**config.mk**
```make
export PLATFORM = sky130hd
export DESIGN_NAME = vehicle_can_status_decoder_core
export DESIGN_NICKNAME = d
export VERILOG_FILES = /design/src/rtl/core/vcsd_pkg.sv /design/src/rtl/core/vcsd_front.sv /design/src/rtl/core/vcsd_queue.sv /design/src/rtl/core/vcsd_back.sv /design/src/rtl/core/vehicle_can_status_decoder_core.sv
export SDC_FILE = /design/constraint.sdc
export NUM_CORES = 1
export LEC_CHECK = 0
export CAP_MARGIN = 20
export CORE_ASPECT_RATIO = 0.8
export CORE_MARGIN = 8
export CORE_UTILIZATION = 60
export CTS_BUF_LIST = sky130_fd_sc_hd__clkbuf_2 sky130_fd_sc_hd__clkbuf_4 sky130_fd_sc_hd__clkbuf_8
export DETAILED_ROUTE_END_ITERATION = 10
export DONT_BUFFER_PORTS = 1
export PLACE_DENSITY = 0.72
export SKIP_LAST_GASP = 1
export SLEW_MARGIN = 10
export SYNTH_ARGS = -nofsm -noshare
export SYNTH_HDL_FRONTEND = slang
export SYNTH_SLANG_ARGS = --single-unit
```
**constraint.sdc**
```tcl
create_clock -name clk -period 8.6 [get_ports clk]
set_input_delay 0.43 -clock clk [delete_from_list [all_inputs] [get_ports clk]]
set_output_delay 0.43 -clock clk [all_outputs]
set_load 0.01 [all_outputs]
```
**src/rtl/core/vcsd_pkg.sv**
```systemverilog
package vcsd_pkg;

    // configuration register indexes (byte address is 4 * index)
    localparam int unsigned NUM_REGS   = 5;
    localparam int unsigned PADDR_W    = 5;
    localparam int unsigned REG_IDX_W  = 3;
    localparam logic [REG_IDX_W-1:0] REG_ODO_ID    = 3'd0;
    localparam logic [REG_IDX_W-1:0] REG_VIN_ID    = 3'd1;
    localparam logic [REG_IDX_W-1:0] REG_MODE_ID   = 3'd2;
    localparam logic [REG_IDX_W-1:0] REG_BUTTON_ID = 3'd3;
    localparam logic [REG_IDX_W-1:0] REG_IGN_ID    = 3'd4;

    localparam int unsigned ID_W = 11;
    localparam logic [ID_W-1:0] ODO_ID_RST    = 11'h65D;
    localparam logic [ID_W-1:0] VIN_ID_RST    = 11'h65F;
    localparam logic [ID_W-1:0] MODE_ID_RST   = 11'h661;
    localparam logic [ID_W-1:0] BUTTON_ID_RST = 11'h461;
    localparam logic [ID_W-1:0] IGN_ID_RST    = 11'h2C3;

    // vehicle number part selectors (byte 0)
    localparam logic [7:0] VIN_SEL_PART0 = 8'h00;
    localparam logic [7:0] VIN_SEL_PART1 = 8'h01;
    localparam logic [7:0] VIN_SEL_PART2 = 8'h02;
    localparam int unsigned VIN_LEN      = 17;
    localparam int unsigned VIN_PART2_AT = 10;

    // source mode frame bytes
    localparam logic [7:0] MODE_B1      = 8'h01;
    localparam logic [7:0] MODE_B2      = 8'h12;
    localparam logic [7:0] MODE_GRP_A   = 8'hA3;
    localparam logic [7:0] MODE_GRP_B   = 8'h83;
    localparam logic [7:0] MODE_C_MP3   = 8'hA4;
    localparam logic [7:0] MODE_C_CD    = 8'hA5;
    localparam logic [7:0] MODE_C_RADIO = 8'hA0;
    localparam logic [7:0] MODE_C_AUX   = 8'hA4;
    localparam logic [7:0] MODE_C_SAT   = 8'h2F;
    localparam logic [7:0] MODE_C_TV    = 8'h37;

    localparam logic [2:0] MODE_UNKNOWN = 3'd0;
    localparam logic [2:0] MODE_MP3     = 3'd1;
    localparam logic [2:0] MODE_CD      = 3'd2;
    localparam logic [2:0] MODE_RADIO   = 3'd3;
    localparam logic [2:0] MODE_AUX     = 3'd4;
    localparam logic [2:0] MODE_SAT     = 3'd5;
    localparam logic [2:0] MODE_TV      = 3'd6;

    // button frame bytes
    localparam logic [7:0] BTN_B0      = 8'h37;
    localparam logic [7:0] BTN_B1      = 8'h30;
    localparam logic [7:0] BTN_B2      = 8'h01;
    localparam logic [7:0] BTN_C_BACK  = 8'h02;
    localparam logic [7:0] BTN_C_FWD   = 8'h01;

    localparam logic [1:0] KEY_NONE = 2'd0;
    localparam logic [1:0] KEY_BACK = 2'd1;
    localparam logic [1:0] KEY_FWD  = 2'd2;

    // ignition frame codes (byte 0)
    localparam logic [7:0] IGN_C_NO_KEY   = 8'h10;
    localparam logic [7:0] IGN_C_KEY_IN   = 8'h11;
    localparam logic [7:0] IGN_C_UNLOCKED = 8'h01;
    localparam logic [7:0] IGN_C_DISPLAY  = 8'h05;
    localparam logic [7:0] IGN_C_IGNITION = 8'h07;
    localparam logic [7:0] IGN_C_STARTER  = 8'h0B;

    localparam logic [2:0] IGN_NO_KEY   = 3'd1;
    localparam logic [2:0] IGN_KEY_IN   = 3'd2;
    localparam logic [2:0] IGN_UNLOCKED = 3'd3;
    localparam logic [2:0] IGN_DISPLAY  = 3'd4;
    localparam logic [2:0] IGN_IGNITION = 3'd5;
    localparam logic [2:0] IGN_STARTER  = 3'd6;

    localparam logic [3:0] ODO_NIBBLE_MASK = 4'hF;

    // command queue
    localparam int unsigned Q_DEPTH = 2;
    localparam int unsigned Q_PTR_W = (Q_DEPTH > 1) ? $clog2(Q_DEPTH) : 1;
    localparam int unsigned Q_CNT_W = $clog2(Q_DEPTH + 1);

    typedef enum logic [1:0] {
        VIN_NONE,
        VIN_PART0,
        VIN_PART1,
        VIN_PART2
    } vin_part_t;

    typedef struct packed {
        logic [ID_W-1:0] odo;
        logic [ID_W-1:0] vin;
        logic [ID_W-1:0] mode;
        logic [ID_W-1:0] button;
        logic [ID_W-1:0] ign;
    } cfg_ids_t;

    // decoded frame, bytes 1..7 kept for the vehicle number (byte 1 on top)
    typedef struct packed {
        logic        odo_en;
        logic [19:0] odo_val;
        vin_part_t   vin_part;
        logic [55:0] vin_bytes;
        logic        mode_en;
        logic [2:0]  mode_val;
        logic [1:0]  key;
        logic        ign_en;
        logic [2:0]  ign_val;
    } cmd_t;

endpackage

```
**src/rtl/core/vcsd_front.sv**
```systemverilog
module vcsd_front
    import vcsd_pkg::*;
(
    input  cfg_ids_t        ids,
    input  logic [ID_W-1:0] frame_id,
    input  logic [7:0]      byte_0,
    input  logic [7:0]      byte_1,
    input  logic [7:0]      byte_2,
    input  logic [7:0]      byte_3,
    input  logic [7:0]      byte_4,
    input  logic [7:0]      byte_5,
    input  logic [7:0]      byte_6,
    input  logic [7:0]      byte_7,
    output cmd_t            cmd
);

    always_comb
    begin
        cmd = '0;

        // odometer: low nibble of byte 3, then byte 2, then byte 1
        cmd.odo_en  = (frame_id == ids.odo);
        cmd.odo_val = {byte_3[3:0] & ODO_NIBBLE_MASK, byte_2, byte_1};

        cmd.vin_bytes = {byte_1, byte_2, byte_3, byte_4, byte_5, byte_6, byte_7};
        cmd.vin_part  = VIN_NONE;
        if (frame_id == ids.vin)
        begin
            unique case (byte_0)
                VIN_SEL_PART0: cmd.vin_part = VIN_PART0;
                VIN_SEL_PART1: cmd.vin_part = VIN_PART1;
                VIN_SEL_PART2: cmd.vin_part = VIN_PART2;
                default:       cmd.vin_part = VIN_NONE;
            endcase
        end

        cmd.mode_en  = 1'b0;
        cmd.mode_val = MODE_UNKNOWN;
        if (frame_id == ids.mode && byte_1 == MODE_B1 && byte_2 == MODE_B2)
        begin
            priority if (byte_0 == MODE_GRP_A)
            begin
                priority if (byte_3 == MODE_C_MP3)
                begin
                    cmd.mode_en  = 1'b1;
                    cmd.mode_val = MODE_MP3;
                end
                else if (byte_3 == MODE_C_CD)
                begin
                    cmd.mode_en  = 1'b1;
                    cmd.mode_val = MODE_CD;
                end
                else
                begin
                    cmd.mode_en = 1'b0;
                end
            end
            else if (byte_0 == MODE_GRP_B)
            begin
                priority if (byte_3 == MODE_C_RADIO)
                begin
                    cmd.mode_en  = 1'b1;
                    cmd.mode_val = MODE_RADIO;
                end
                else if (byte_3 == MODE_C_AUX)
                begin
                    cmd.mode_en  = 1'b1;
                    cmd.mode_val = MODE_AUX;
                end
                else if (byte_3 == MODE_C_SAT)
                begin
                    cmd.mode_en  = 1'b1;
                    cmd.mode_val = MODE_SAT;
                end
                else if (byte_3 == MODE_C_TV)
                begin
                    cmd.mode_en  = 1'b1;
                    cmd.mode_val = MODE_TV;
                end
                else
                begin
                    cmd.mode_en = 1'b0;
                end
            end
            else
            begin
                cmd.mode_en = 1'b0;
            end
        end

        cmd.key = KEY_NONE;
        if (frame_id == ids.button && byte_0 == BTN_B0 && byte_1 == BTN_B1
            && byte_2 == BTN_B2)
        begin
            priority if (byte_3 == BTN_C_BACK)
                cmd.key = KEY_BACK;
            else if (byte_3 == BTN_C_FWD)
                cmd.key = KEY_FWD;
            else
                cmd.key = KEY_NONE;
        end

        cmd.ign_en  = 1'b0;
        cmd.ign_val = IGN_NO_KEY;
        if (frame_id == ids.ign)
        begin
            cmd.ign_en = 1'b1;
            unique case (byte_0)
                IGN_C_NO_KEY:   cmd.ign_val = IGN_NO_KEY;
                IGN_C_KEY_IN:   cmd.ign_val = IGN_KEY_IN;
                IGN_C_UNLOCKED: cmd.ign_val = IGN_UNLOCKED;
                IGN_C_DISPLAY:  cmd.ign_val = IGN_DISPLAY;
                IGN_C_IGNITION: cmd.ign_val = IGN_IGNITION;
                IGN_C_STARTER:  cmd.ign_val = IGN_STARTER;
                default:        cmd.ign_en  = 1'b0;
            endcase
        end
    end

endmodule

```
**src/rtl/core/vcsd_queue.sv**
```systemverilog
module vcsd_queue
    import vcsd_pkg::*;
(
    input  logic clk,
    input  logic rst_n,
    input  logic push,
    input  cmd_t push_cmd,
    output logic full,
    input  logic pop,
    output logic not_empty,
    output cmd_t pop_cmd
);

    cmd_t               entry_reg [Q_DEPTH];
    logic [Q_PTR_W-1:0] wr_ptr_reg;
    logic [Q_PTR_W-1:0] wr_ptr_next;
    logic [Q_PTR_W-1:0] rd_ptr_reg;
    logic [Q_PTR_W-1:0] rd_ptr_next;
    logic [Q_CNT_W-1:0] count_reg;
    logic [Q_CNT_W-1:0] count_next;

    localparam logic [Q_PTR_W-1:0] PTR_LAST = Q_PTR_W'(Q_DEPTH - 1);
    localparam logic [Q_CNT_W-1:0] CNT_FULL = Q_CNT_W'(Q_DEPTH);

    assign full      = (count_reg == CNT_FULL);
    assign not_empty = (count_reg != '0);
    assign pop_cmd   = entry_reg[rd_ptr_reg];

    always_comb
    begin
        wr_ptr_next = wr_ptr_reg;
        rd_ptr_next = rd_ptr_reg;
        count_next  = count_reg;
        if (push)
            wr_ptr_next = (wr_ptr_reg == PTR_LAST) ? '0 : wr_ptr_reg + 1'b1;
        if (pop)
            rd_ptr_next = (rd_ptr_reg == PTR_LAST) ? '0 : rd_ptr_reg + 1'b1;
        if (push && !pop)
            count_next = count_reg + 1'b1;
        else if (pop && !push)
            count_next = count_reg - 1'b1;
    end

    always_ff @(posedge clk or negedge rst_n)
    begin
        if (!rst_n)
        begin
            wr_ptr_reg <= '0;
            rd_ptr_reg <= '0;
            count_reg  <= '0;
        end
        else
        begin
            wr_ptr_reg <= wr_ptr_next;
            rd_ptr_reg <= rd_ptr_next;
            count_reg  <= count_next;
        end
    end

    always_ff @(posedge clk)
    begin
        if (push)
            entry_reg[wr_ptr_reg] <= push_cmd;
    end

endmodule

```
**src/rtl/core/vcsd_back.sv**
```systemverilog
module vcsd_back
    import vcsd_pkg::*;
(
    input  logic        clk,
    input  logic        rst_n,
    input  logic        cmd_avail,
    input  cmd_t        cmd,
    output logic        cmd_pop,
    output logic        out_valid,
    input  logic        out_ready,
    output logic [19:0] odometer,
    output logic [2:0]  radio_mode,
    output logic [2:0]  ignition_state,
    output logic        ignition_on,
    output logic [1:0]  key_event,
    output logic        vin_ready,
    output logic [63:0] vin_first,
    output logic [63:0] vin_second,
    output logic [7:0]  vin_last
);

    logic [19:0] odometer_reg;
    logic [19:0] odometer_next;
    logic [2:0]  mode_reg;
    logic [2:0]  mode_next;
    logic [2:0]  ignition_reg;
    logic [2:0]  ignition_next;
    logic        vin_valid_reg;
    logic        vin_valid_next;
    logic [7:0]  vin_work_reg [VIN_LEN];
    logic [7:0]  vin_done_reg [VIN_LEN];
    logic [7:0]  vin_done_next [VIN_LEN];
    logic [7:0]  new_byte [7];

    logic        out_valid_reg;
    logic [19:0] res_odo_reg;
    logic [2:0]  res_mode_reg;
    logic [2:0]  res_ign_reg;
    logic        res_ign_on_reg;
    logic [1:0]  res_key_reg;
    logic        res_vin_ready_reg;
    logic [63:0] res_first_reg;
    logic [63:0] res_second_reg;
    logic [7:0]  res_last_reg;

    // output register free or being drained this cycle
    assign cmd_pop = cmd_avail && (!out_valid_reg || out_ready);

    always_comb
    begin
        for (int i = 0; i < 7; i++)
            new_byte[i] = cmd.vin_bytes[55 - 8*i -: 8];
    end

    always_comb
    begin
        odometer_next  = cmd.odo_en  ? cmd.odo_val  : odometer_reg;
        mode_next      = cmd.mode_en ? cmd.mode_val : mode_reg;
        ignition_next  = cmd.ign_en  ? cmd.ign_val  : ignition_reg;
        vin_valid_next = vin_valid_reg || (cmd.vin_part == VIN_PART2);
        for (int i = 0; i < VIN_LEN; i++)
        begin
            if (cmd.vin_part != VIN_PART2)
                vin_done_next[i] = vin_done_reg[i];
            else if (i < VIN_PART2_AT)
                vin_done_next[i] = vin_work_reg[i];
            else
                vin_done_next[i] = new_byte[i - VIN_PART2_AT];
        end
    end

    always_ff @(posedge clk or negedge rst_n)
    begin
        if (!rst_n)
        begin
            odometer_reg  <= '0;
            mode_reg      <= MODE_UNKNOWN;
            ignition_reg  <= IGN_NO_KEY;
            vin_valid_reg <= 1'b0;
            out_valid_reg <= 1'b0;
            for (int i = 0; i < VIN_LEN; i++)
                vin_done_reg[i] <= '0;
        end
        else
        begin
            if (cmd_pop)
            begin
                odometer_reg  <= odometer_next;
                mode_reg      <= mode_next;
                ignition_reg  <= ignition_next;
                vin_valid_reg <= vin_valid_next;
                for (int i = 0; i < VIN_LEN; i++)
                    vin_done_reg[i] <= vin_done_next[i];
                out_valid_reg <= 1'b1;
            end
            else if (out_ready)
            begin
                out_valid_reg <= 1'b0;
            end
        end
    end

    // work slots: no reset; a part 2 frame copies slots 0..9 even if parts 0 and 1 never wrote them
    always_ff @(posedge clk)
    begin
        if (cmd_pop)
        begin
            unique case (cmd.vin_part)
                VIN_PART0:
                begin
                    for (int i = 0; i < 3; i++)
                        vin_work_reg[i] <= new_byte[4 + i];
                end
                VIN_PART1:
                begin
                    for (int i = 0; i < 7; i++)
                        vin_work_reg[3 + i] <= new_byte[i];
                end
                VIN_PART2:
                begin
                    for (int i = 0; i < 7; i++)
                        vin_work_reg[VIN_PART2_AT + i] <= new_byte[i];
                end
                default:
                begin
                end
            endcase
        end
    end

    always_ff @(posedge clk)
    begin
        if (cmd_pop)
        begin
            res_odo_reg       <= odometer_next;
            res_mode_reg      <= mode_next;
            res_ign_reg       <= ignition_next;
            res_ign_on_reg    <= (ignition_next >= IGN_DISPLAY);
            res_key_reg       <= cmd.key;
            res_vin_ready_reg <= vin_valid_next;
            for (int i = 0; i < 8; i++)
            begin
                res_first_reg[63 - 8*i -: 8]  <= vin_done_next[i];
                res_second_reg[63 - 8*i -: 8] <= vin_done_next[8 + i];
            end
            res_last_reg <= vin_done_next[VIN_LEN - 1];
        end
    end

    assign out_valid      = out_valid_reg;
    assign odometer       = res_odo_reg;
    assign radio_mode     = res_mode_reg;
    assign ignition_state = res_ign_reg;
    assign ignition_on    = res_ign_on_reg;
    assign key_event      = res_key_reg;
    assign vin_ready      = res_vin_ready_reg;
    assign vin_first      = res_first_reg;
    assign vin_second     = res_second_reg;
    assign vin_last       = res_last_reg;

`ifndef SYNTHESIS
    a_vin_valid_sticky: assert property (@(posedge clk) disable iff (!rst_n)
        !$fell(vin_valid_reg))
        else $error("published vehicle number flag dropped");

    a_ign_range: assert property (@(posedge clk) disable iff (!rst_n)
        ignition_reg >= IGN_NO_KEY && ignition_reg <= IGN_STARTER)
        else $error("ignition state out of range");

    a_mode_range: assert property (@(posedge clk) disable iff (!rst_n)
        mode_reg <= MODE_TV)
        else $error("radio mode out of range");

    a_ign_on_match: assert property (@(posedge clk) disable iff (!rst_n)
        out_valid_reg |-> (res_ign_on_reg == (res_ign_reg >= IGN_DISPLAY)))
        else $error("ignition_on disagrees with ignition state");

    a_pop_loads: assert property (@(posedge clk) disable iff (!rst_n)
        cmd_pop |=> out_valid_reg && res_odo_reg == odometer_reg)
        else $error("result register not loaded with decoded state");
`endif

endmodule

```
**src/rtl/core/vehicle_can_status_decoder_core.sv**
```systemverilog
// channel  | handshake                  | payload
// ---------+----------------------------+--------------------------------------
// in       | in_valid / in_ready        | frame_id, byte_0 .. byte_7
// out      | out_valid / out_ready      | odometer, radio_mode, ignition_state,
//          |                            | ignition_on, key_event, vin_ready,
//          |                            | vin_first, vin_second, vin_last
// cfg      | psel/penable/pwrite/pready | paddr, pwdata, prdata (5 id registers)
//
// one frame per cycle while out_ready is high; a result is registered in the queue, then in the output register
// reset (rst_n low, asynchronous) loads the default identifiers and clears state
// the front stalls only when the two-entry command queue is full
// the back stalls only when the output register holds a result not yet taken
module vehicle_can_status_decoder_core
    import vcsd_pkg::*;
(
    input  logic               clk,
    input  logic               rst_n,

    // apb configuration port
    input  logic               psel,
    input  logic               penable,
    input  logic               pwrite,
    input  logic [PADDR_W-1:0] paddr,
    input  logic [31:0]        pwdata,
    output logic [31:0]        prdata,
    output logic               pready,

    // frame input
    input  logic               in_valid,
    output logic               in_ready,
    input  logic [ID_W-1:0]    frame_id,
    input  logic [7:0]         byte_0,
    input  logic [7:0]         byte_1,
    input  logic [7:0]         byte_2,
    input  logic [7:0]         byte_3,
    input  logic [7:0]         byte_4,
    input  logic [7:0]         byte_5,
    input  logic [7:0]         byte_6,
    input  logic [7:0]         byte_7,

    // result output
    output logic               out_valid,
    input  logic               out_ready,
    output logic [19:0]        odometer,
    output logic [2:0]         radio_mode,
    output logic [2:0]         ignition_state,
    output logic               ignition_on,
    output logic [1:0]         key_event,
    output logic               vin_ready,
    output logic [63:0]        vin_first,
    output logic [63:0]        vin_second,
    output logic [7:0]         vin_last
);

    cfg_ids_t              ids_reg;
    cfg_ids_t              ids_next;
    logic [REG_IDX_W-1:0]  reg_idx;
    logic                  cfg_wr;
    cmd_t                  front_cmd;
    cmd_t                  back_cmd;
    logic                  q_full;
    logic                  q_not_empty;
    logic                  q_pop;
    logic                  push;

    // ---------------- configuration registers ----------------
    assign pready  = 1'b1;
    assign reg_idx = paddr[PADDR_W-1:2];
    // a write lands in the access phase; indexes past the list are dropped
    assign cfg_wr  = psel && penable && pwrite;

    always_comb
    begin
        ids_next = ids_reg;
        if (cfg_wr)
        begin
            unique case (reg_idx)
                REG_ODO_ID:    ids_next.odo    = pwdata[ID_W-1:0];
                REG_VIN_ID:    ids_next.vin    = pwdata[ID_W-1:0];
                REG_MODE_ID:   ids_next.mode   = pwdata[ID_W-1:0];
                REG_BUTTON_ID: ids_next.button = pwdata[ID_W-1:0];
                REG_IGN_ID:    ids_next.ign    = pwdata[ID_W-1:0];
                default:       ids_next        = ids_reg;
            endcase
        end
    end

    always_comb
    begin
        unique case (reg_idx)
            REG_ODO_ID:    prdata = {{(32-ID_W){1'b0}}, ids_reg.odo};
            REG_VIN_ID:    prdata = {{(32-ID_W){1'b0}}, ids_reg.vin};
            REG_MODE_ID:   prdata = {{(32-ID_W){1'b0}}, ids_reg.mode};
            REG_BUTTON_ID: prdata = {{(32-ID_W){1'b0}}, ids_reg.button};
            REG_IGN_ID:    prdata = {{(32-ID_W){1'b0}}, ids_reg.ign};
            default:       prdata = '0;
        endcase
    end

    always_ff @(posedge clk or negedge rst_n)
    begin
        if (!rst_n)
        begin
            ids_reg.odo    <= ODO_ID_RST;
            ids_reg.vin    <= VIN_ID_RST;
            ids_reg.mode   <= MODE_ID_RST;
            ids_reg.button <= BUTTON_ID_RST;
            ids_reg.ign    <= IGN_ID_RST;
        end
        else
        begin
            ids_reg <= ids_next;
        end
    end

    // ---------------- front: classify the frame ----------------
    vcsd_front u_front (
        .ids      (ids_reg),
        .frame_id (frame_id),
        .byte_0   (byte_0),
        .byte_1   (byte_1),
        .byte_2   (byte_2),
        .byte_3   (byte_3),
        .byte_4   (byte_4),
        .byte_5   (byte_5),
        .byte_6   (byte_6),
        .byte_7   (byte_7),
        .cmd      (front_cmd)
    );

    // a transaction is taken whenever the queue has room
    assign in_ready = !q_full;
    assign push     = in_valid && in_ready;

    // ---------------- decoupling queue ----------------
    vcsd_queue u_queue (
        .clk       (clk),
        .rst_n     (rst_n),
        .push      (push),
        .push_cmd  (front_cmd),
        .full      (q_full),
        .pop       (q_pop),
        .not_empty (q_not_empty),
        .pop_cmd   (back_cmd)
    );

    // ---------------- back: apply to state and register result ----------------
    vcsd_back u_back (
        .clk            (clk),
        .rst_n          (rst_n),
        .cmd_avail      (q_not_empty),
        .cmd            (back_cmd),
        .cmd_pop        (q_pop),
        .out_valid      (out_valid),
        .out_ready      (out_ready),
        .odometer       (odometer),
        .radio_mode     (radio_mode),
        .ignition_state (ignition_state),
        .ignition_on    (ignition_on),
        .key_event      (key_event),
        .vin_ready      (vin_ready),
        .vin_first      (vin_first),
        .vin_second     (vin_second),
        .vin_last       (vin_last)
    );

endmodule
```
==> metrics.txt, run 1 <==
Distinct cells, synth 51; Post-synth top flop edfxtp_1; Worst-Margin Slew 1.154 ns; minimum clock period 3.212 ns; Rel. slew slack 23.10%; Nets 1,809; die area 46,950 sq um; met1 usage 29.25%; final wirelength 52,880 microns; number of flip-flops in the largest register 138; drt wl/cell 22.98 microns; first-pass GRT wire length 79,870 microns; vias per inst 5.699; Fmax achieved 0.3114 GHz; post-synthesis simple-gate area fraction 4.696%; Fin. Hold Viols 0; HP Class in2reg; P_leak 0.01030 uW; Yosys top cell area share 47.64%; CP arrival 3.62 ns; RSZ-0062 raised after global routing false; worst-skew pair later-pin latency 0.67 ns; die width 240.3 microns; flop and latch count out of synthesis 606; largest family of logic cells by synthesized area multiplexers; DP Wirelength 31,260 microns; dpl cells 2,054; Worst Setup End Kind flip-flop; largest net degree at the start of global routing 224; Pre-antenna DRT Iters 5; Vias 13,110; most frequent cell after synthesis edfxtp_1; Synth Area in Adders 0.05183%; status finished, final reports clean; Util after Layout 68.90%; TritonCTS buffer count 90; YS warnings 0; IO buf count 0; Die Ht 195.4 microns; GRT Resource Usage Total 22.26%; Starting Density 61.07%; io pins 320; max_cap viols 0; Setup Crit Path Kind reg2reg; VDD IR-drop max 0.0002202 V; Max Slew Vio Count 0; Synth Area in Compound Gates 4.038%; Initial DRC Count 1,005; setup TNS 0 ns; row count 65; DRC 0; Post-Syn Area 24,140 sq um; CTS tree yes; antenna violations before repair 0; vias in the first global route 13,390; clk sink count 606; Setup Skew 0.03150 ns; area of placed instances 24,530 sq um; Commonest cells post-synth edfxtp_1 (383), dfrtp_1 (193), nor2_1 (155), a21oi_1 (151), mux2_2 (143); xor and xnor area share after synthesis 2.250%; worst-path cell chain nand3_1 -> nand2_4 -> buf_12 -> mux2_2; met2 GRT Util 36.13%; Area contributors post-synth edfxtp_1 (48%), dfrtp_1 (20%), mux2_2 (6.7%); area of the core 39,530 sq um; routability cong. 0.8868; pwr dens 362.7 nW/um^2; Layout area overhead 12.82%; root buf cell clkbuf_8; clk buf depth 3; worst path buffer plus inverter count 1; post-synthesis mux area share 14.92%; share of cells above drive strength 1 20.06%; leading area contributor after synthesis edfxtp_1; CTS clock-pin slew for the worst setup and hold paths 0.08 ns; crit-path leading delay family simple AND/OR/NAND/NOR gates; startpoint types flip-flop; final instance area 27,230 sq um; Routed Antenna Nets 0; H-tree level count 3; number of fill cells 2,671; Tot Pwr 9879 uW; Antenna Cells 0; cell count after synthesis 1,598; syn_area_per_cell 15.11 sq um; asr flop ratio synth 36.80%; CP max-delay cell dfrtp_4; cts repair resizes 0; worst path required time 9.00 ns; period utilization 37.35%; Seq/Total Area, Yosys 70.92%; total grt overflow 0; worst-path fanout max 119; grt peak-use layer met2; max incr delay on CP 0.85 ns; Non-Filler Instances 2,301; postcts setup bufs 0; Post-synth EDFFs 383; met3 usage 6.262%; Setup-failing EPs final 0
[placed cells by master, fill, tap and decap left out, types with 3 or more instances in the layout]
cell type	synthesis	final
clkbuf_4	0	45
clkbuf_8	0	103
o22ai_1	11	11
dlygate4sd3_1	0	74
xnor2_1	31	31
nor3_1	8	8
xor2_1	31	31
mux2_2	143	143
dfstp_2	30	30
clkinv_1	0	12
dfrtp_1	193	192
a21oi_1	151	151
clkinvlp_4	0	4
a211oi_1	9	9
nand4_1	9	9
nand4b_1	3	3
nand3_1	11	11
nor4_1	14	14
buf_12	0	4
nor2_1	155	152
inv_1	66	66
mux2_1	101	101
nor2_4	0	3
edfxtp_1	383	383
mux2i_1	83	83
nor2b_1	8	8
nand2_1	10	9
a2111oi_0	3	3
buf_4	23	6
nand2b_1	5	5
conb_1	2	22
[final cells by class]
type                       instances  area, sq um  area share (%)
clock buffer                     148         1755           6.446
clock inverter                    20        105.1          0.3859
inverter                          67        259.0          0.9510
multi-input combinational        838         6400           23.50
sequential                       606        17120           62.87
tap                              536        670.6           2.463
timing repair buffer              86        920.9           3.381
[power by group]
group          switching (uW)  internal, uW  total (uW)  leakage (uW)
Sequential                808          4550        5350       0.00612
Clock                    1070          1290        2360      0.000985
Combinational            1260           898        2160       0.00320
Total                    3140          6730        9880        0.0103
[kinds of logic after synthesis]
kind of cell,Yosys count
compound gates,182
buf+inv,174
other cells,2
flops,606
mux,328
xor+xnor,62
fa+ha+maj,1
simple gates,243
[per-layer routing]
metal / vias up / share of wire [%]
met3: 80 / 6.8
li1: 5941 / -
met5: - / 0
met2: 459 / 49
met1: 6633 / 42
met4: 0 / 2.2
[repair_timing]
action	in CTS	in global routing
endpoints found under the hold margin	406	0
setup endpoints to repair	0	0
hold buffers	75	0
[final timing paths]
path / from / to / slack, ns / cells past startpoint
worst min-delay path: byte_0[0] / u_queue.entry_reg[1][2] / 0.07 / 2
min in group asynchronous: rst_n / u_back.odometer_reg[0] / 0.38 / 2
max in group asynchronous: rst_n / u_back.vin_done_reg[130] / 7.04 / 3
worst max-delay path: u_queue.rd_ptr_reg / u_back.vin_first[11] / 5.39 / 4
worst min register to register: u_back.vin_valid_reg / u_back.vin_valid_reg / 0.46 / 1
worst max register to register: u_queue.rd_ptr_reg / u_back.vin_first[11] / 5.39 / 4
[metrics by stage]
step,hold WS (ns),setup WS [ns]
after floorplan,0.1344,2.178
after global placement,0.1409,5.337
after detailed placement,0.1429,5.311
after CTS,0.03038,5.324
after global routing,0.04726,5.168
final,0.06883,5.388
Power figures use the tool's default switching activity.
==> run 2: changes to the inputs <==
--- a/config.mk
+++ b/config.mk
@@ -5,14 +5,15 @@
 export SDC_FILE = /design/constraint.sdc
 export NUM_CORES = 1
 export LEC_CHECK = 0
+export ABC_AREA = 1
 export CAP_MARGIN = 20
 export CORE_ASPECT_RATIO = 0.8
 export CORE_MARGIN = 8
-export CORE_UTILIZATION = 60
+export CORE_UTILIZATION = 59
 export CTS_BUF_LIST = sky130_fd_sc_hd__clkbuf_2 sky130_fd_sc_hd__clkbuf_4 sky130_fd_sc_hd__clkbuf_8
 export DETAILED_ROUTE_END_ITERATION = 10
 export DONT_BUFFER_PORTS = 1
-export PLACE_DENSITY = 0.72
+export PLACE_DENSITY = 0.74
 export SKIP_LAST_GASP = 1
 export SLEW_MARGIN = 10
 export SYNTH_ARGS = -nofsm -noshare
==> constraint.sdc (replaced) <==
create_clock -name clk -period 2.9 [get_ports clk]
set_input_delay 0.145 -clock clk [delete_from_list [all_inputs] [get_ports clk]]
set_output_delay 0.145 -clock clk [all_outputs]
set_load 0.01 [all_outputs]
==> run 2 against run 1 <==
  * The flow now finishes with violations (hold timing)
  * Hold slack lost 0.89 ns
  * Clock power increased to 3.0 times the previous value
  * Non-clock buffer count rose by 41
  * First-iteration DRC count increased by 53%
  * Critical endpoint is now u_queue.entry_reg[1][0]
==> metrics.txt, run 2 <==
worst-skew pair later-pin latency 0.67 ns; GRT Resource Usage Total 23.67%; Commonest cells post-synth nand2_1 (757), edfxtp_1 (383), o21ai_0 (291), inv_1 (241), dfrtp_1 (193); Routed Antenna Nets 0; Util after Layout 67.28%; pwr dens 1086 nW/um^2; Vias 16,290; IO buf count 0; number of flip-flops in the largest register 138; Seq/Total Area, Yosys 69.64%; Pre-antenna DRT Iters 5; final wirelength 57,710 microns; minimum clock period 2.544 ns; vias per inst 5.338; Worst-Margin Slew 1.141 ns; Post-Syn Area 24,580 sq um; routability cong. 0.8969; most frequent cells in the layout nand2_1 (757), edfxtp_1 (383), o21ai_0 (291), inv_1 (240), dfrtp_1 (192); worst path required time 3.28 ns; die width 244.2 microns; die area 48,490 sq um; Post-synth top flop edfxtp_1; Die Ht 198.6 microns; HP Class in2async; internal reg-to-reg setup slack 0.36 ns; drt wl/cell 18.91 microns; Fmax achieved 0.3930 GHz; commonest non-fill, non-tap cell in the layout nand2_1; asr flop ratio synth 36.80%; VDD IR-drop max 0.0007339 V; area of placed instances 24,980 sq um; largest net degree at the start of global routing 224; flop and latch count out of synthesis 606; total grt overflow 0; Initial DRC Count 1,541; status finished, violations left; vias in the first global route 15,960; clk sink count 606; leading area contributor after synthesis edfxtp_1; Worst Setup End Kind flip-flop; Fin. Hold Viols 223; syn_area_per_cell 10.68 sq um; YS warnings 0; Area contributors post-synth edfxtp_1 (47%), dfrtp_1 (20%), nand2_1 (12%); cell count after synthesis 2,302; Tot Pwr 30,310 uW; Post-synth EDFFs 383; Nets 2,536; setup TNS 0 ns; CP max-delay cell dlygate4sd3_1; violated checks hold timing; startpoint types flip-flop; DRC 0; RSZ-0062 raised after global routing false; max_cap viols 0; Setup Skew 0.02650 ns; max incr delay on CP 0.60 ns; Layout area overhead 13.57%; FF-to-FF path depth 9; crit path from ids_reg[1]; worst-path cell chain inv_1 -> nand2_1 -> nand2_1 -> nor2_1 -> dlygate4sd3_1 -> nand2_1 -> nor2_1 -> dlygate4sd3_1 -> nand4_1; worst-path fanout max 4; Setup-failing EPs final 0; postcts setup bufs 0; final instance area 27,920 sq um; antenna violations before repair 4; Hold Slack -0.8163 ns; Starting Density 59.24%; clk buf depth 3; DP Wirelength 36,510 microns; Distinct cells, synth 34; first-pass GRT wire length 89,150 microns; hold buffers post-CTS 101; Rel. slew slack 23.91%; H-tree level count 3; TritonCTS buffer count 92; row count 67; io pins 320; period utilization 87.73%; Yosys top cell area share 46.79%; P_leak 0.01182 uW; number of fill cells 3,041; Max Slew Vio Count 0; CTS clock-pin slew for the worst setup and hold paths 0.06 ns; share of cells above drive strength 1 9.776%; most frequent cell after synthesis nand2_1; Setup Crit Path Kind reg2reg; crit-path most repeated cell nand2_1; CP arrival 2.92 ns; area of the core 41,500 sq um; Worst R2R Start ids_reg[1]; root buf cell clkbuf_8; CTS tree yes; cts repair resizes 0; end of the worst register-to-register path u_queue.entry_reg[1][0]
==> run 2: layout make-up <==
cell class	count	area, sq um	area share [%]
multi-input combinational	1345	5929	21.24
tap	552	690.7	2.474
timing repair buffer	127	1319	4.724
antenna	3	7.507	0.02689
clock inverter	32	198.9	0.7126
sequential	606	17120	61.32
inverter	244	929.6	3.330
clock buffer	142	1723	6.171
==> run 2: where the power goes <==
part	internal, uW	switching (uW)	total, uW
combinational	2050	5230	7280
sequential	13700	2180	15800
clock	3910	3280	7190
total	19600	10700	30300
==> run 2: cells by family after synthesis <==
| family | share of synthesized area (%) |
|---|---|
| buffers and inverters | 6.683 |
| other | 0.03055 |
| and+or+nand+nor | 14.14 |
| AOI/OAI and AO/OA | 8.388 |
| DFF | 69.64 |
| xor gates and xnor gates | 1.069 |
| adders and majority gates | 0.05089 |
==> run 2: worst max-delay path by stage <==
stage	endpoint	cells past startpoint	slack, ns
global placement	u_back.vin_done_reg[31]	7	0.62
detailed placement	u_back.vin_done_reg[43]	7	0.55
CTS	u_queue.entry_reg[0][0]	9	0.36
global route	u_queue.entry_reg[0][3]	10	0.13
floorplan	u_back.vin_work_reg[0][24]	4	0.13
finish	u_queue.entry_reg[1][0]	9	0.36
==> run 2: critical path, delay by kind of cell (launching register included) <==
kind / cells / cell delay (ns)
DFF: 1 / 0.56
buffers and inverters: 3 / 1.19
and+or+nand+nor: 6 / 0.52
==> run 2: metal layers <==
layer  share of wire, %  track usage [%]  routed length (microns)  up-vias
li1                   -                -                        -     7723
met1                 42            31.65                    24180     7864
met2                 47            37.56                    27280      589
met3                8.1            6.468                     4649      107
met4                2.7            8.023                     1573        4
met5              0.045                0                       26        -
==> run 2: metrics by stage <==
stage | hold slack (ns) | std cells | setup slack, ns
final | -0.8163 | 3051 | 0.3557
after global routing | -0.8775 | 3051 | 0.1281
after CTS | -0.8805 | 3048 | 0.3586
after detailed placement | -0.1453 | 2773 | 0.5460
after global placement | -0.1444 | 2773 | 0.6246
after floorplan | -0.1506 | 2322 | 0.1327
==> run 3: changes to the inputs <==
--- a/config.mk
+++ b/config.mk
@@ -9,13 +9,14 @@
 export CAP_MARGIN = 20
 export CORE_ASPECT_RATIO = 0.8
 export CORE_MARGIN = 8
-export CORE_UTILIZATION = 59
+export CORE_UTILIZATION = 60
 export CTS_BUF_LIST = sky130_fd_sc_hd__clkbuf_2 sky130_fd_sc_hd__clkbuf_4 sky130_fd_sc_hd__clkbuf_8
 export DETAILED_ROUTE_END_ITERATION = 10
 export DONT_BUFFER_PORTS = 1
-export PLACE_DENSITY = 0.74
+export PLACE_DENSITY = 0.75
 export SKIP_LAST_GASP = 1
 export SLEW_MARGIN = 10
 export SYNTH_ARGS = -nofsm -noshare
 export SYNTH_HDL_FRONTEND = slang
+export SYNTH_HIERARCHICAL = 1
 export SYNTH_SLANG_ARGS = --single-unit
==> run 3 against run 2 <==
  * The flow still finishes with violations (hold timing)
  * Clock power up 10%
  * Count of clock-buffer cells in the layout up 24
  * Routed wire length up 16%
  * Non-clock buffer count up 34
  * Die area up 9.5%
  * Sequential power up 4%
  * Hold slack worse by 0.016 ns
  * Register-to-register slack worse by 0.04 ns
  * Cell count up 8.0%
  * First-iteration DRC count up 8.8%
  * Critical path type is now in2reg
==> metrics.txt, run 3 <==
status finished, violations left; violated checks hold timing; Rel. slew slack 50.70%; Post-synth top flop edfxtp_1; YS warnings 6; FF-to-FF path depth 6; Vias 18,070; worst-path fanout max 14; Worst R2R Start ids_reg[0]; clock share of power 24.2%; io pins 320; period utilization 96.75%; Post-synth EDFFs 423; CP arrival 3.43 ns; Setup-failing EPs final 0; Layout area overhead 11.34%; Seq pwr share 50.0%; P_sw 11,580 uW; Antenna Cells 0; Routed Antenna Nets 0; Int Pwr 21,200 uW; Hold Slack -0.8320 ns; flop and latch count out of synthesis 646; share of cells above drive strength 1 14.20%; worst path buffer plus inverter count 4; number of flip-flops in the largest register 178; Yosys top cell area share 46.07%; Worst Setup End Kind flip-flop; Area contributors post-synth edfxtp_1 (46%), dfrtp_1 (18%), nand2_1 (14%); Nets 2,720; Distinct cells, synth 36; Setup Skew 0.02203 ns; max_cap viols 0; routability cong. 0.8948; syn_area_per_cell 10.83 sq um; cts repair resizes 0; vias per inst 5.481; dpl cells 2,991; antenna violations before repair 3; total grt overflow 0; clk sink count 646; TritonCTS buffer count 97; row count 70; setup TNS 0 ns; Die Ht 207.7 microns; max incr delay on CP 0.78 ns; startpoint types input port; Commonest cells post-synth nand2_1 (1,017), edfxtp_1 (423), nand3_1 (196), dfrtp_1 (193), buf_4 (130); CTS clock-pin slew for the worst setup and hold paths 0.06 ns; Worst-Margin Slew 0.7378 ns; largest net degree at the start of global routing 224; worst-path cell chain dlygate4sd3_1 -> nor2_4 -> nand2_2 -> dlygate4sd3_1 -> nor2_4 -> nand2_1 -> dlygate4sd3_1 -> nand2_1 -> dlygate4sd3_1; IO buf count 0; cell count after synthesis 2,545; clk buf depth 3; switching part of the total 35.32%; leading area contributor after synthesis edfxtp_1; P_leak 0.01337 uW; Non-Filler Instances 3,296; commonest non-fill, non-tap cell in the layout nand2_1; area of the core 45,540 sq um; die width 255.7 microns; CTS tree yes; Starting Density 60.54%; minimum clock period 2.806 ns; most frequent cell after synthesis nand2_1; RSZ-0062 raised after global routing false; root buf cell clkbuf_8; CP max-delay cell dlygate4sd3_1; Post-Syn Area 27,570 sq um; Tot Pwr 32,780 uW; Fmax achieved 0.3564 GHz; Setup Crit Path Kind in2reg; crit-path leading delay family buffers and inverters; Comb pwr share 25.8%; DP Wirelength 42,410 microns; end of the worst register-to-register path u_queue/entry_reg[1][0]; worst path required time 3.52 ns; HP Class in2async; Seq/Total Area, Yosys 66.45%; pwr dens 1068 nW/um^2; number of fill cells 3,298; internal reg-to-reg setup slack 0.32 ns; first-pass GRT wire length 103,200 microns; vias in the first global route 17,840; VDD IR-drop max 0.0005312 V; H-tree level count 3; final wirelength 66,720 microns; DRC 0; die area 53,110 sq um; most frequent cells in the layout nand2_1 (1,015), edfxtp_1 (423), nand3_1 (196), dfrtp_1 (192), clkbuf_8 (119); crit-path most repeated cell dlygate4sd3_1; Pre-antenna DRT Iters 6; worst-skew pair later-pin latency 0.68 ns; Initial DRC Count 1,676; asr flop ratio synth 34.52%; Max Slew Vio Count 0; GRT Resource Usage Total 24.68%; drt wl/cell 20.24 microns; Fin. Hold Viols 223
run 3: changes by cell type after synthesis, moves of 30 or more:
cell	before	now
inv_1	241	99
mux2_2	0	89
o21ai_1	75	17
buf_4	29	130
o21ai_0	291	60
clkbuf_1	46	10
nand3_1	26	196
edfxtp_1	383	423
buf_2	34	64
nand2_1	757	1017
run 3: area by class of cell:
cell class | count | area, sq um | share of cell area [%]
Multi-Input combinational cell | 1581 | 7391 | 24.08
Tap cell | 612 | 765.7 | 2.494
Inverter | 113 | 427.9 | 1.394
Timing Repair Buffer | 161 | 1654 | 5.388
Clock inverter | 17 | 143.9 | 0.4687
Clock buffer | 166 | 1991 | 6.485
Sequential cell | 646 | 18320 | 59.69
run 3: power groups by stage:
stage | logic [uW] | clock network [uW] | registers, uW
finish | 8450 | 7940 | 16400
global route | 9390 | 8520 | 16700
CTS | 8440 | 8090 | 16400
detailed placement | 8220 | 0 | 16600
global placement | 7910 | 0 | 16500
floorplan | 6280 | 0 | 15700
run 3: cell families (layout without fill, tap and decap cells):
logic type | Yosys count | in the layout | synth area share, %
AOI/OAI and AO/OA | 88 | 88 | 1.634
xor gates and xnor gates | 35 | 35 | 1.112
adders and majority gates | 1 | 1 | 0.04538
buffers and inverters | 338 | 457 | 7.234
DFF | 646 | 646 | 66.45
muxes | 89 | 89 | 3.635
other | 2 | 22 | 0.02724
and+or+nand+nor | 1346 | 1346 | 19.86
run 3: worst max path at each step:
stage | startpoint | end | cells past startpoint | slack, ns
final | paddr[3] | ids_reg[0] | 9 | 0.09
after global routing | paddr[3] | ids_reg[0] | 9 | 0.01
after detailed placement | u_queue/rd_ptr_reg | u_back/vin_done_reg[74] | 7 | 0.58
after CTS | ids_reg[10] | u_queue/entry_reg[0][3] | 8 | 0.04
after global placement | u_queue/rd_ptr_reg | u_back/vin_done_reg[43] | 7 | 0.60
after floorplan | u_queue/rd_ptr_reg | u_back/vin_work_reg[0][0] | 7 | 0.17
run 3: metal layers:
metal	GRT usage, %	share of wire, %	vias up
met5	0	0.039	-
met4	8.268	2.9	4
li1	-	-	8368
met3	6.390	8.6	129
met1	33.82	42	8845
met2	38.43	46	720
run 3: metrics by stage:
| step | area [sq um] | utilization [%] | setup slack, ns |
|---|---|---|---|
| floorplan | 27670 | - | 0.1677 |
| global placement | 27350 | 60.05 | 0.6015 |
| detailed placement | 27350 | 60.05 | 0.5800 |
| CTS | 30670 | 67.34 | 0.03825 |
| global route | 30700 | 67.40 | 0.01203 |
| finish | 30700 | 67.40 | 0.09432 |
run 3: what timing repair did:
item,CTS,global route
hold endpoints to repair,468,225
setup endpoints to repair,0,3
setup buffers,0,4
hold buffers,118,1
